`config.mk`:
```
export PLATFORM = sky130hd
export DESIGN_NAME = otl_cell
export DESIGN_NICKNAME = d
export VERILOG_FILES = /design/src/hdl/otl_pkg.sv /design/src/hdl/otl_cell.sv
export SDC_FILE = /design/constraint.sdc
export NUM_CORES = 1
export LEC_CHECK = 0
export ABC_AREA = 1
export ABC_CLOCK_PERIOD_IN_PS = 4000
export BUFFER_PORTS_ARGS = -buffer_cell sky130_fd_sc_hd__buf_2
export CAP_MARGIN = 5
export CORE_AREA = 2 2 227 229
export DETAILED_ROUTE_END_ITERATION = 12
export DIE_AREA = 0 0 229 231
export SYNTH_ARGS = -nofsm -noshare
export SYNTH_HDL_FRONTEND = slang
export SYNTH_SLANG_ARGS = --single-unit
```
`constraint.sdc`:
```
create_clock -name clk -period 4 [get_ports clk]
set_input_delay 0 -clock clk [delete_from_list [all_inputs] [get_ports clk]]
set_output_delay 0 -clock clk [all_outputs]
set_load 0.03 [all_outputs]
```
`src/hdl/otl_pkg.sv`:
```
package otl_pkg;

	typedef enum logic [2:0] {
		OP_APPEND = 3'd0,
		OP_INSERT = 3'd1,
		OP_MOVE   = 3'd2,
		OP_REMOVE = 3'd3,
		OP_FIND   = 3'd4,
		OP_GET    = 3'd5,
		OP_SWAP   = 3'd6,
		OP_CLEAR  = 3'd7
	} otl_op_t;

	// Shift action broadcast to every cell of the chain
	typedef enum logic [2:0] {
		ACT_NONE,
		ACT_INSERT,
		ACT_REMOVE,
		ACT_MOVE_UP,
		ACT_MOVE_DOWN,
		ACT_SWAP
	} otl_act_t;

	typedef enum logic [1:0] {
		ST_IDLE,
		ST_MATCH,
		ST_READ,
		ST_APPLY
	} otl_state_t;

	typedef struct packed {
		logic        [31:0] id;
		logic        [31:0] pri;
		logic signed [31:0] cyc;
	} otl_entry_t;

	localparam int ENTRY_W = $bits(otl_entry_t);

	typedef struct packed {
		otl_act_t   act;
		otl_entry_t data_a;
		otl_entry_t data_b;
	} otl_cmd_t;

	// Per-cell compare results, masked by occupancy
	typedef struct packed {
		logic a;
		logic b;
		logic p;
	} otl_hit_t;

endpackage

```
`src/hdl/otl_cell.sv`:
```
module otl_cell #(
	parameter int CAPACITY = 64,
	parameter int INDEX    = 0
) (
	input  logic                              clk,
	input  otl_pkg::otl_cmd_t                 cmd,
	input  logic [$clog2(CAPACITY)-1:0]       idx_a,
	input  logic [$clog2(CAPACITY)-1:0]       idx_b,
	input  logic [31:0]                       key_id,
	input  logic [31:0]                       key_other,
	input  logic [6:0]                        key_pos,
	input  logic [$clog2(CAPACITY+1)-1:0]     count,
	input  otl_pkg::otl_entry_t               from_left,
	input  otl_pkg::otl_entry_t               from_right,
	output otl_pkg::otl_entry_t               entry,
	output otl_pkg::otl_hit_t                 hit
);
	import otl_pkg::*;

	localparam int IW   = $clog2(CAPACITY);
	localparam int CW   = $clog2(CAPACITY + 1);
	localparam int CMPW = (CW > 7) ? CW : 7;
	localparam logic [IW-1:0]   MY_IDX = IW'(INDEX);
	localparam logic [CMPW-1:0] MY_CMP = CMPW'(INDEX);

	otl_entry_t entry_q;
	otl_entry_t entry_d;
	logic       live;

	assign live  = MY_CMP < CMPW'(count);
	assign hit.a = live && (entry_q.id == key_id);
	assign hit.b = live && (entry_q.id == key_other);
	assign hit.p = live && (MY_CMP == CMPW'(key_pos));
	assign entry = entry_q;

	always_comb begin
		entry_d = entry_q;
		case (cmd.act)
			ACT_INSERT: begin
				if (MY_IDX == idx_b) begin
					entry_d = cmd.data_a;
				end else if (MY_IDX > idx_b) begin
					entry_d = from_left;
				end
			end
			ACT_REMOVE: begin
				if (MY_IDX >= idx_a) begin
					entry_d = from_right;
				end
			end
			ACT_MOVE_UP: begin
				if (MY_IDX == idx_b) begin
					entry_d = cmd.data_a;
				end else if (MY_IDX >= idx_a && MY_IDX < idx_b) begin
					entry_d = from_right;
				end
			end
			ACT_MOVE_DOWN: begin
				if (MY_IDX == idx_b) begin
					entry_d = cmd.data_a;
				end else if (MY_IDX > idx_b && MY_IDX <= idx_a) begin
					entry_d = from_left;
				end
			end
			ACT_SWAP: begin
				if (MY_IDX == idx_a) begin
					entry_d = cmd.data_b;
				end else if (MY_IDX == idx_b) begin
					entry_d = cmd.data_a;
				end
			end
			default: begin
				entry_d = entry_q;
			end
		endcase
	end

	always_ff @(posedge clk) begin
		entry_q <= entry_d;
	end

endmodule

```
# --- After elaboration in Yosys (flattened, before gate mapping) ---
# Cells that the tools add are included.
word_totals:
  reg_bits: 96
  latchBits: 0
  ram_bits: 0
  mem_bits_ro: 0
  inputBits: 478
  out_inout_bits: 99
  elab_cells: 40
  n_memories: 0
classes:
  addsub: 0
  n_mul: 0
  n_div: 0
  order_cmp: 5
  eq_ne: 12
  shifts: 0
  mux: 10
  bitwise_logic: 0
  n_reduce_logical: 10
ops:
  columns: ["op", "n"]
  rows:
  - ["$mux 96", 9]
  - ["$pmux 96 s5", 1]
  - ["$eq 32x32->1", 2]
  - ["$logic_not 6->1", 2]
  - ["$ne 3x3->1 const B", 4]
  - ["$logic_not 7->1", 1]
  - ["$lt 1x7->1 const A", 1]
  - ["$eq 3x2->1 const B", 2]
  - ["$eq 3x3->1 const B", 2]
  - ["$ge 1x6->1 const A", 1]
  - ["$gt 1x6->1 const A", 1]
  - ["$le 1x6->1 const A", 1]
  - ["$lt 1x6->1 const A", 1]
  - ["$reduce_and 6->1", 1]
  - ["$logic_and 1x1->1", 5]
  - ["$reduce_bool 5->1", 1]
  - ["$eq 3x1->1 const B", 1]
  - ["$ne 2x2->1 const B", 1]

# --- Depth between registers and ports, before layout ---
# Gate-level depths: netlist of the first run.
logic_depth:
  ltp_word: 5
  ltp_mapped: 10
  depth_no_buf: 8

# --- Worst setup path before layout of the first run ---
# OpenSTA, ideal clock, no wires.
synth_timing:
  path_kind: "input-to-reg"
  start: "in idx_a[2]"
  end: "reg entry_q (netlist bit entry[0]), enable pin"
  setup_time_ps: 450
  arrival_ps: 2632
  required_time_ps: 3550
  setup_slack_ps: 919
  stages: 7
  path_buffers: 2
  path_cell_list: "nor2_1 > nand3_2 > buf_2 > buf_2 > nor2_1 > o31ai_1 > inv_1"
synth_between:
  elab_chain_len: 4
  elab_cells_between_ends: 10
  classes_between: "order compare (2); eq/ne (4); reduce/logical (4)"
synth_rtl:
  columns: ["item", "line", "text"]
  rows:
  - ["start, declared", "otl_cell.sv:7", "input logic [$clog2(CAPACITY)-1:0] idx_a,"]
  - ["$le 1x6->1 or $ge 1x6->1 (tied branches)", "otl_cell.sv:61, otl_cell.sv:47, otl_cell.sv:54", null]
  - ["$logic_and 1x1->1, on equally long branches", "otl_cell.sv:61, otl_cell.sv:54", null]
  - ["$ne 3x3->1 (no line)", null, null]
  - ["$reduce_and 6->1 (no line) (*)", null, null]
  - ["end signal, assigned", "otl_cell.sv:79", "entry_q <= entry_d;"]
  - ["end, declared", "otl_cell.sv:26", "otl_entry_t entry_q;"]
# Every way passes the cells marked *; elsewhere a longest branch is shown, timed or not.
# A chain may end at the register's enable or synchronous reset.

==> results of run 1 <==
-- per-layer routing --
layer | vias to the layer above | wire (um) | track usage [%]
met2 | 597 | 21260 | 27.64
li1 | 5484 | - | -
met3 | 86 | 3528 | 3.841
met1 | 5085 | 17020 | 18.06
met5 | - | 11 | 0
met4 | 2 | 1771 | 7.894
-- worst paths after layout --
kind            from        end  cells after the start
min   from_right[82]  entry[82]                      3
max         idx_b[0]  entry[28]                     10
-- synthesized netlist by cell type, types with 3 or more instances --
cell,n,area share (%)
sky130_fd_sc_hd__a21oi_1,95,6.1
sky130_fd_sc_hd__buf_1,10,0.48
sky130_fd_sc_hd__buf_2,30,1.9
sky130_fd_sc_hd__buf_4,8,0.77
sky130_fd_sc_hd__clkbuf_1,21,1.0
sky130_fd_sc_hd__edfxtp_1,96,37
sky130_fd_sc_hd__inv_1,64,3.1
sky130_fd_sc_hd__inv_2,6,0.29
sky130_fd_sc_hd__nand2_1,329,16
sky130_fd_sc_hd__nand3_1,101,6.5
sky130_fd_sc_hd__nand3_2,3,0.39
sky130_fd_sc_hd__nor2_1,335,16
sky130_fd_sc_hd__o21ai_0,100,6.4
sky130_fd_sc_hd__xnor2_1,24,2.7
-- area by class of cell --
cell class / count / area, um^2 / area share [%]
Antenna cell: 1 / 2.502 / 0.01811
Clock buffer: 11 / 232.7 / 1.685
Clock inverter: 5 / 57.56 / 0.4166
Inverter: 70 / 269.0 / 1.947
Multi-Input combinational cell: 1000 / 4327 / 31.32
Sequential cell: 96 / 2883 / 20.87
Tap cell: 680 / 850.8 / 6.159
Timing Repair Buffer: 806 / 5192 / 37.59
-- report_power, final --
part	internal (mW)	leakage (nW)	switching, mW
Combinational	0.515	5.85	0.415
Sequential	1.14	0.838	0.0105
Clock	0.486	0.132	0.468
Total	2.14	6.82	0.893
-- cells by family after synthesis --
logic type      Yosys count
flops                    96
compound gates          199
buf+inv                 140
simple gates            775
xor+xnor                 26
==> key figures, run 1 <==
Place
  • RD Place Congestion: 0.9717
  • DP Wirelength: 32860 um
  • Total placed instance area: 11390 um^2
  • Number of port buffers: 576
  • Placed insts: 2439
  • Worst Setup Slack post-DPL: 1833 ps

Logic synthesis
  • Main combinational cell family by area after synthesis: simple AND/OR/NAND/NOR gates
  • Sequential area share after synthesis: 37.04%
  • Unique cell type count in the Yosys netlist: 24
  • Synth Area in Simple Gates: 39.44%
  • Net count after synthesis: 1714
  • Register bit count reported by yosys: 96
  • Total standard cell area after synthesis: 7782 um^2
  • Synth Area in Compound Gates: 12.88%
  • Post-Synthesis Mean Instance Area: 6.296 um^2
  • Most frequently used flop master after synthesis: sky130_fd_sc_hd__edfxtp_1
  • Syn. warnings: 0
  • Post-synthesis share of cell area spent on full adders, half adders and majority gates: 0%
  • Syn Inst Count: 1236
  • Number of flops mapped to enable cells by yosys: 96
  • Synthesized-area fraction occupied by xor and xnor cells: 2.926%
  • Share of flip-flops with an asynchronous set or reset after synthesis: 0%
  • Share of synthesized area spent on multiplexers: 0%

Global route
  • Largest net degree at the start of global routing: 96
  • First-pass GRT wire length: 63120 um
  • Grt total ovfl: 0
  • Initial antenna violation count: 1
  • Overall global routing resource usage: 15.85%
  • Via count of the first global-routing pass: 10770

Worst setup path
  • CP top delay family: buffers and inverters
  • Cells along the critical path: buf_2 > nor2_1 > nand3_2 > clkinv_2 > buf_4 > nor2_1 > a21oi_1 > dlygate4sd3_1 > nand3_1 > dlygate4sd3_1
  • Delay of the slowest cell on the worst path: 560 ps
  • Critical path start-end classification: primary input to flop
  • Worst path buffer plus inverter count: 5
  • Kind of start point of the critical path: primary input
  • Highest fanout seen on the critical path: 42
  • Master of the slowest instance on the critical path: sky130_fd_sc_hd__dlygate4sd3_1
  • Required @ worst endpoint: 4140 ps
  • Critical Path AT: 2840 ps
  • Element type at the critical path end: flop

Finish
  • Final core utilization: 27.26%
  • Net count, final: 2461
  • Fill cell instance count of the final layout: 5686
  • Number of flip-flops in the largest register: 96
  • Layout Cells excl Fill: 2669
  • Layout-stage area growth over the synthesis result: 77.51%
  • Commonest non-fill, non-tap cell in the layout: sky130_fd_sc_hd__buf_2
  • Cell area after layout: 13810 um^2
  • Layout cells sized above 1: 31.19%
  • Commonest cells after routing, fill and taps aside: 576 x sky130_fd_sc_hd__buf_2, 335 x sky130_fd_sc_hd__nor2_1, 329 x sky130_fd_sc_hd__nand2_1, 213 x sky130_fd_sc_hd__dlygate4sd3_1, 101 x sky130_fd_sc_hd__nand3_1

Status
  • Run status: completed

STA
  • Final clock period utilization by the worst path: 67.37%
  • Worst-case setup margin in the final layout: 1305 ps
  • Highest attainable clock frequency: 371.1 MHz
  • Min Hold Slack: 32.91 ps
  • Actual slew at the worst max-slew pin: 753.1 ps
  • Max-slew violation total from the final report: 0
  • Post-route minimum period: 2695 ps
  • Sum of negative setup slack: 0 ps
  • Setup-failing EPs final: 0
  • Relative slew slack: 49.60%
  • Unrepaired setup endpoints after global routing: no
  • Count of final hold-check violations: 0

Clock tree
  • # H-tree levels: 3
  • Hold_buf cts: 213
  • # resized after CTS: 0
  • Post-CTS setup buffer count: 0
  • TritonCTS clock tree: yes
  • Sinks on Clock Net: 96
  • Number of clock buffers inserted by TritonCTS: 9
  • Root Buffer Master: sky130_fd_sc_hd__clkbuf_16
  • Clk buf depth: 2
  • Clock slew at the register clock pins of the worst setup and hold paths: 80 ps

Power
  • Power density of the placed cells: 219.4 nW/um^2
  • Maximum ir drop on the vdd rail: 0.1888 mV
  • Leakage component of the power: 6.819 nW
  • Pwr Total: 3.031 mW

Route
  • Antenna violation net count after detailed routing: 0
  • Violation count after the first detailed-routing iteration: 686
  • Initial DRT Pass Iterations: 8
  • Vias per Instance: 4.217
  • Number of remaining DRC errors: 0
  • Avg WL per Cell: 16.33 um
  • Wire length after detailed routing: 43590 um
  • Total via count in the routed design: 11250

Die
  • I/O pin count: 577
  • Row count: 83
  • Effective utilization at floorplan: 15.36%
  • Core area: 50680 um^2
  • Die Width: 229 um
  • Die Y-Extent: 231 um
  • DIE AREA: 52900 um^2

Run
  • Number of max-capacitance violations reported: 0

Hold path
  • Worst hold-check path type: primary input to flop
Power figures use the tool's default switching activity.
==> inputs of run 2 (changes only) <==
- ABC_AREA: 1 -> 0
- ABC_CLOCK_PERIOD_IN_PS: 4000 -> 2200
- clock period: 4 -> 2.2 ns (I/O delays scaled with it)
==> run 2 against run 1 <==
Compared with the run above: largest cell class is now multi-input combinational cells; routed wire length is 2.9% higher; critical endpoint is now hit[2]; non-clock buffer count is 91 lower; die area stayed put; clock power is 64% higher; highest routed layer unchanged.
==> key figures, run 2 <==
Finish
  • Layout cells sized above 1: 52.47% (was 31.19%)
  • Commonest cells after routing, fill and taps aside: 574 x sky130_fd_sc_hd__buf_2, 97 x sky130_fd_sc_hd__nand3_1, 96 x sky130_fd_sc_hd__edfxtp_1 (was 576 x sky130_fd_sc_hd__buf_2, 335 x sky130_fd_sc_hd__nor2_1, 329 x sky130_fd_sc_hd__nand2_1, 213 x sky130_fd_sc_hd__dlygate4sd3_1, 101 x sky130_fd_sc_hd__nand3_1)
  • Number of flip-flops in the largest register: 96 (unchanged)
  • Fill cell instance count of the final layout: 5509 (was 5686)
  • Layout Cells excl Fill: 2105 (was 2669)
  • Layout-stage area growth over the synthesis result: 67.75% (was 77.51%)
  • Net count, final: 1891 (was 2461)
  • Commonest non-fill, non-tap cell in the layout: sky130_fd_sc_hd__buf_2 (unchanged)

Clock tree
  • TritonCTS clock tree: yes (unchanged)
  • # H-tree levels: 3 (unchanged)
  • Root Buffer Master: sky130_fd_sc_hd__clkbuf_16 (unchanged)
  • Sinks on Clock Net: 96 (unchanged)
  • Number of clock buffers inserted by TritonCTS: 9 (unchanged)
  • Clock slew at the register clock pins of the worst setup and hold paths: 80 ps (about the same)
  • Clk buf depth: 2 (unchanged)

Die
  • Effective utilization at floorplan: 15.05% (was 15.36%)
  • DIE AREA: 52900 um^2 (unchanged)
  • Die Y-Extent: 231 um (unchanged)
  • Core area: 50680 um^2 (unchanged)
  • Row count: 83 (unchanged)
  • I/O pin count: 577 (unchanged)
  • Die Width: 229 um (unchanged)

Power
  • Net switching power of the design: 1.508 mW (was 0.8931 mW)
  • Power density of the placed cells: 399.0 nW/um^2 (was 219.4 nW/um^2)
  • Power share of the combinational group: 28.7% (was 30.7%)
  • Net switching share of the total power: 29.54% (was 29.47%)
  • Internal power: 3.596 mW (was 2.138 mW)
  • Leakage component of the power: 5.197 nW (was 6.819 nW)
  • Clock share of power: 30.5% (was 31.5%)
  • Relative contribution of sequential cells to total power: 40.8% (was 37.8%)
  • Maximum ir drop on the vdd rail: 0.3521 mV (was 0.1888 mV)

Place
  • Placed insts: 1971 (was 2439)
  • DP Wirelength: 34510 um (was 32860 um)
  • Worst Setup Slack post-DPL: -108.9 ps (was 1833 ps)
  • Number of port buffers: 576 (unchanged)
  • RD Place Congestion: 0.9204 (was 0.9717)

Global route
  • Grt total ovfl: 0 (unchanged)
  • Via count of the first global-routing pass: 9756 (was 10770)
  • Largest net degree at the start of global routing: 96 (unchanged)
  • Overall global routing resource usage: 16.18% (was 15.85%)
  • First-pass GRT wire length: 62850 um (was 63120 um)
  • Initial antenna violation count: 11 (was 1)

Route
  • Vias per Instance: 4.646 (was 4.217)
  • Violation count after the first detailed-routing iteration: 675 (was 686)
  • Avg WL per Cell: 21.30 um (was 16.33 um)
  • Total via count in the routed design: 9779 (was 11250)
  • Number of remaining DRC errors: 0 (unchanged)
  • Wire length after detailed routing: 44840 um (was 43590 um)
  • Initial DRT Pass Iterations: 7 (was 8)
  • Antenna violation net count after detailed routing: 0 (unchanged)

Logic synthesis
  • Syn Inst Count: 771 (was 1236)
  • Total standard cell area after synthesis: 7625 um^2 (was 7782 um^2)
  • Register bit count reported by yosys: 96 (unchanged)
  • Most common cell in the netlist: sky130_fd_sc_hd__nand3_1 (was sky130_fd_sc_hd__nor2_1)
  • Sequential area share after synthesis: 37.81% (was 37.04%)
  • Biggest area contributors in the synthesized netlist: sky130_fd_sc_hd__edfxtp_1 38%, sky130_fd_sc_hd__mux2_2 13%, sky130_fd_sc_hd__a221o_1 12%, sky130_fd_sc_hd__nand3_1 6.4%, sky130_fd_sc_hd__xor2_1 6.4% (was sky130_fd_sc_hd__edfxtp_1 37%, sky130_fd_sc_hd__nor2_1 16%, sky130_fd_sc_hd__nand2_1 16%, sky130_fd_sc_hd__nand3_1 6.5%, sky130_fd_sc_hd__o21ai_0 6.4%)
  • Net count after synthesis: 1249 (was 1714)
  • Unique cell type count in the Yosys netlist: 35 (was 24)
  • Yosys top cell area share: 37.81% (was 37.04%)
  • Post-synthesis cell type with the largest combined area: sky130_fd_sc_hd__edfxtp_1 (unchanged)
  • Number of flops mapped to enable cells by yosys: 96 (unchanged)
  • Syn. warnings: 0 (unchanged)
  • Most frequently used flop master after synthesis: sky130_fd_sc_hd__edfxtp_1 (unchanged)
  • Post-Synthesis Mean Instance Area: 9.890 um^2 (was 6.296 um^2)
  • Share of flip-flops with an asynchronous set or reset after synthesis: 0% (unchanged)
  • Most used standard cells in the synthesized netlist: 98 x sky130_fd_sc_hd__nand3_1, 96 x sky130_fd_sc_hd__edfxtp_1, 95 x sky130_fd_sc_hd__a21oi_1, 95 x sky130_fd_sc_hd__a221o_1, 94 x sky130_fd_sc_hd__o21ai_0 (was 335 x sky130_fd_sc_hd__nor2_1, 329 x sky130_fd_sc_hd__nand2_1, 101 x sky130_fd_sc_hd__nand3_1)

STA
  • Highest attainable clock frequency: 461.2 MHz
  • Relative slew slack: 56.91% (was 49.60%)
  • Final clock period utilization by the worst path: 98.56%
  • Max-slew violation total from the final report: 0 (unchanged)
  • Worst-case setup margin in the final layout: 31.74 ps (was 1305 ps)
  • Actual slew at the worst max-slew pin: 646.4 ps (was 753.1 ps)
  • Unrepaired setup endpoints after global routing: yes (was no)
  • Count of final hold-check violations: 0 (unchanged)
  • Post-route minimum period: 2168 ps
  • Setup-failing EPs final: 0 (unchanged)

Run
  • Number of max-capacitance violations reported: 0 (unchanged)

Worst setup path
  • Crit path launch: entry[70] (was idx_b[0])
  • Element type at the critical path end: output pin (was flop)
  • Critical Path AT: 2170 ps (was 2840 ps)
  • Critical path start-end classification: flop to output pin (was primary input to flop)
  • Highest fanout seen on the critical path: 2 (was 42)
  • Kind of start point of the critical path: flop (was primary input)
  • Worst setup path endpoint: hit[2] (was entry[28])
  • Required @ worst endpoint: 2200 ps (was 4140 ps)

Hold path
  • Number of instances on the worst hold path: 3 (unchanged)
  • Worst hold-check path type: primary input to flop (unchanged)

Status
  • Run status: completed (unchanged)
==> run 2: changes by cell type in the layout (fill, tap and decap cells not counted), sizes merged, moves of 7 or more <==
cell and change:
a221o +95, buf +27, dlygate4sd3 -118, inv -67, mux2 +95, nand2 -326, nor2 -334, nor4 +19
o21ai -7, xnor2 -16, xor2 +54
==> run 2: critical path: stages, from the launching register on <==
cell,delay (ps)
sky130_fd_sc_hd__edfxtp_1,430
sky130_fd_sc_hd__buf_6,160
sky130_fd_sc_hd__xor2_1,180
sky130_fd_sc_hd__nor4_2,430
sky130_fd_sc_hd__nand4_1,180
sky130_fd_sc_hd__nor4_2,200
sky130_fd_sc_hd__buf_4,210
==> run 2: cell type report <==
cell class	instances	area [um^2]	share of cell area, %
antenna	7	17.52	0.1369
multi-input combinational	591	4484	35.06
clock inverter	5	33.78	0.2641
tap	680	850.8	6.652
clock buffer	11	232.7	1.819
timing repair buffer	715	4289	33.53
sequential	96	2883	22.54
==> run 2: how the worst min path moves through the flow <==
| stage | start | end |
|---|---|---|
| 6_report | from_left[7] | entry[7] |
| 5_1_grt | from_left[63] | entry[63] |
| 4_1_cts | from_left[4] | entry[4] |
| 3_5_place_dp | from_right[7] | entry[7] |
| 3_3_place_gp | from_right[82] | entry[82] |
| 2_1_floorplan | key_pos[6] | hit[0] |
==> run 2: what timing repair did <==
| item | CTS | global route |
|---|---|---|
| buffers inserted | 12 | 4 |
| endpoints found under the setup margin | 2 | 2 |
| pin swaps | 3 | 1 |
| endpoints found under the hold margin | 95 | 0 |
| hold buffers | 95 | 0 |
| gates resized for setup | 10 | 6 |
==> run 2: stage by stage <==
step / instance area [um^2] / util, % / setup TNS, ps / power [mW] / hold WS [ps]
6_report: 12790 / 25.24 / 0 / 5.104 / 46.39
5_1_grt: 12790 / 25.23 / -110.4 / 5.363 / 16.39
3_3_place_gp: 11350 / 22.39 / -62.90 / 3.395 / 302.1
2_1_floorplan: 7641 / - / 0 / 2.710 / 182.8
4_1_cts: 12710 / 25.08 / -2.524 / 5.189 / 3.473
3_5_place_dp: 11350 / 22.39 / -108.9 / 3.425 / 302.8
==> run 2: cell families (layout without fill, tap and decap cells) <==
family / after synthesis / count (layout) / share of synthesized area (%)
buf+inv: 84 / 731 / 5.071
simple gates: 137 / 137 / 9.813
mux: 96 / 96 / 14.16
flops: 96 / 96 / 37.81
other cells: 0 / 7 / 0
compound gates: 294 / 294 / 25.80
xor+xnor: 64 / 64 / 7.352
==> run 2: power by group through the flow <==
stage               logic, mW  clock network, mW  registers (mW)
detailed placement       1.29                  0            2.13
CTS                      1.45               1.66            2.09
floorplan               0.543                  0            2.17
global placement         1.26                  0            2.13
finish                   1.46               1.56            2.08
global route             1.57               1.71            2.09
==> run 2: per-layer routing <==
layer / vias up / part of all wire (%) / global-route usage [%]
met5: - / 0.076 / 0
li1: 4376 / - / -
met2: 660 / 49 / 28.14
met3: 97 / 8.0 / 4.434
met4: 6 / 4.4 / 7.447
met1: 4640 / 39 / 18.39
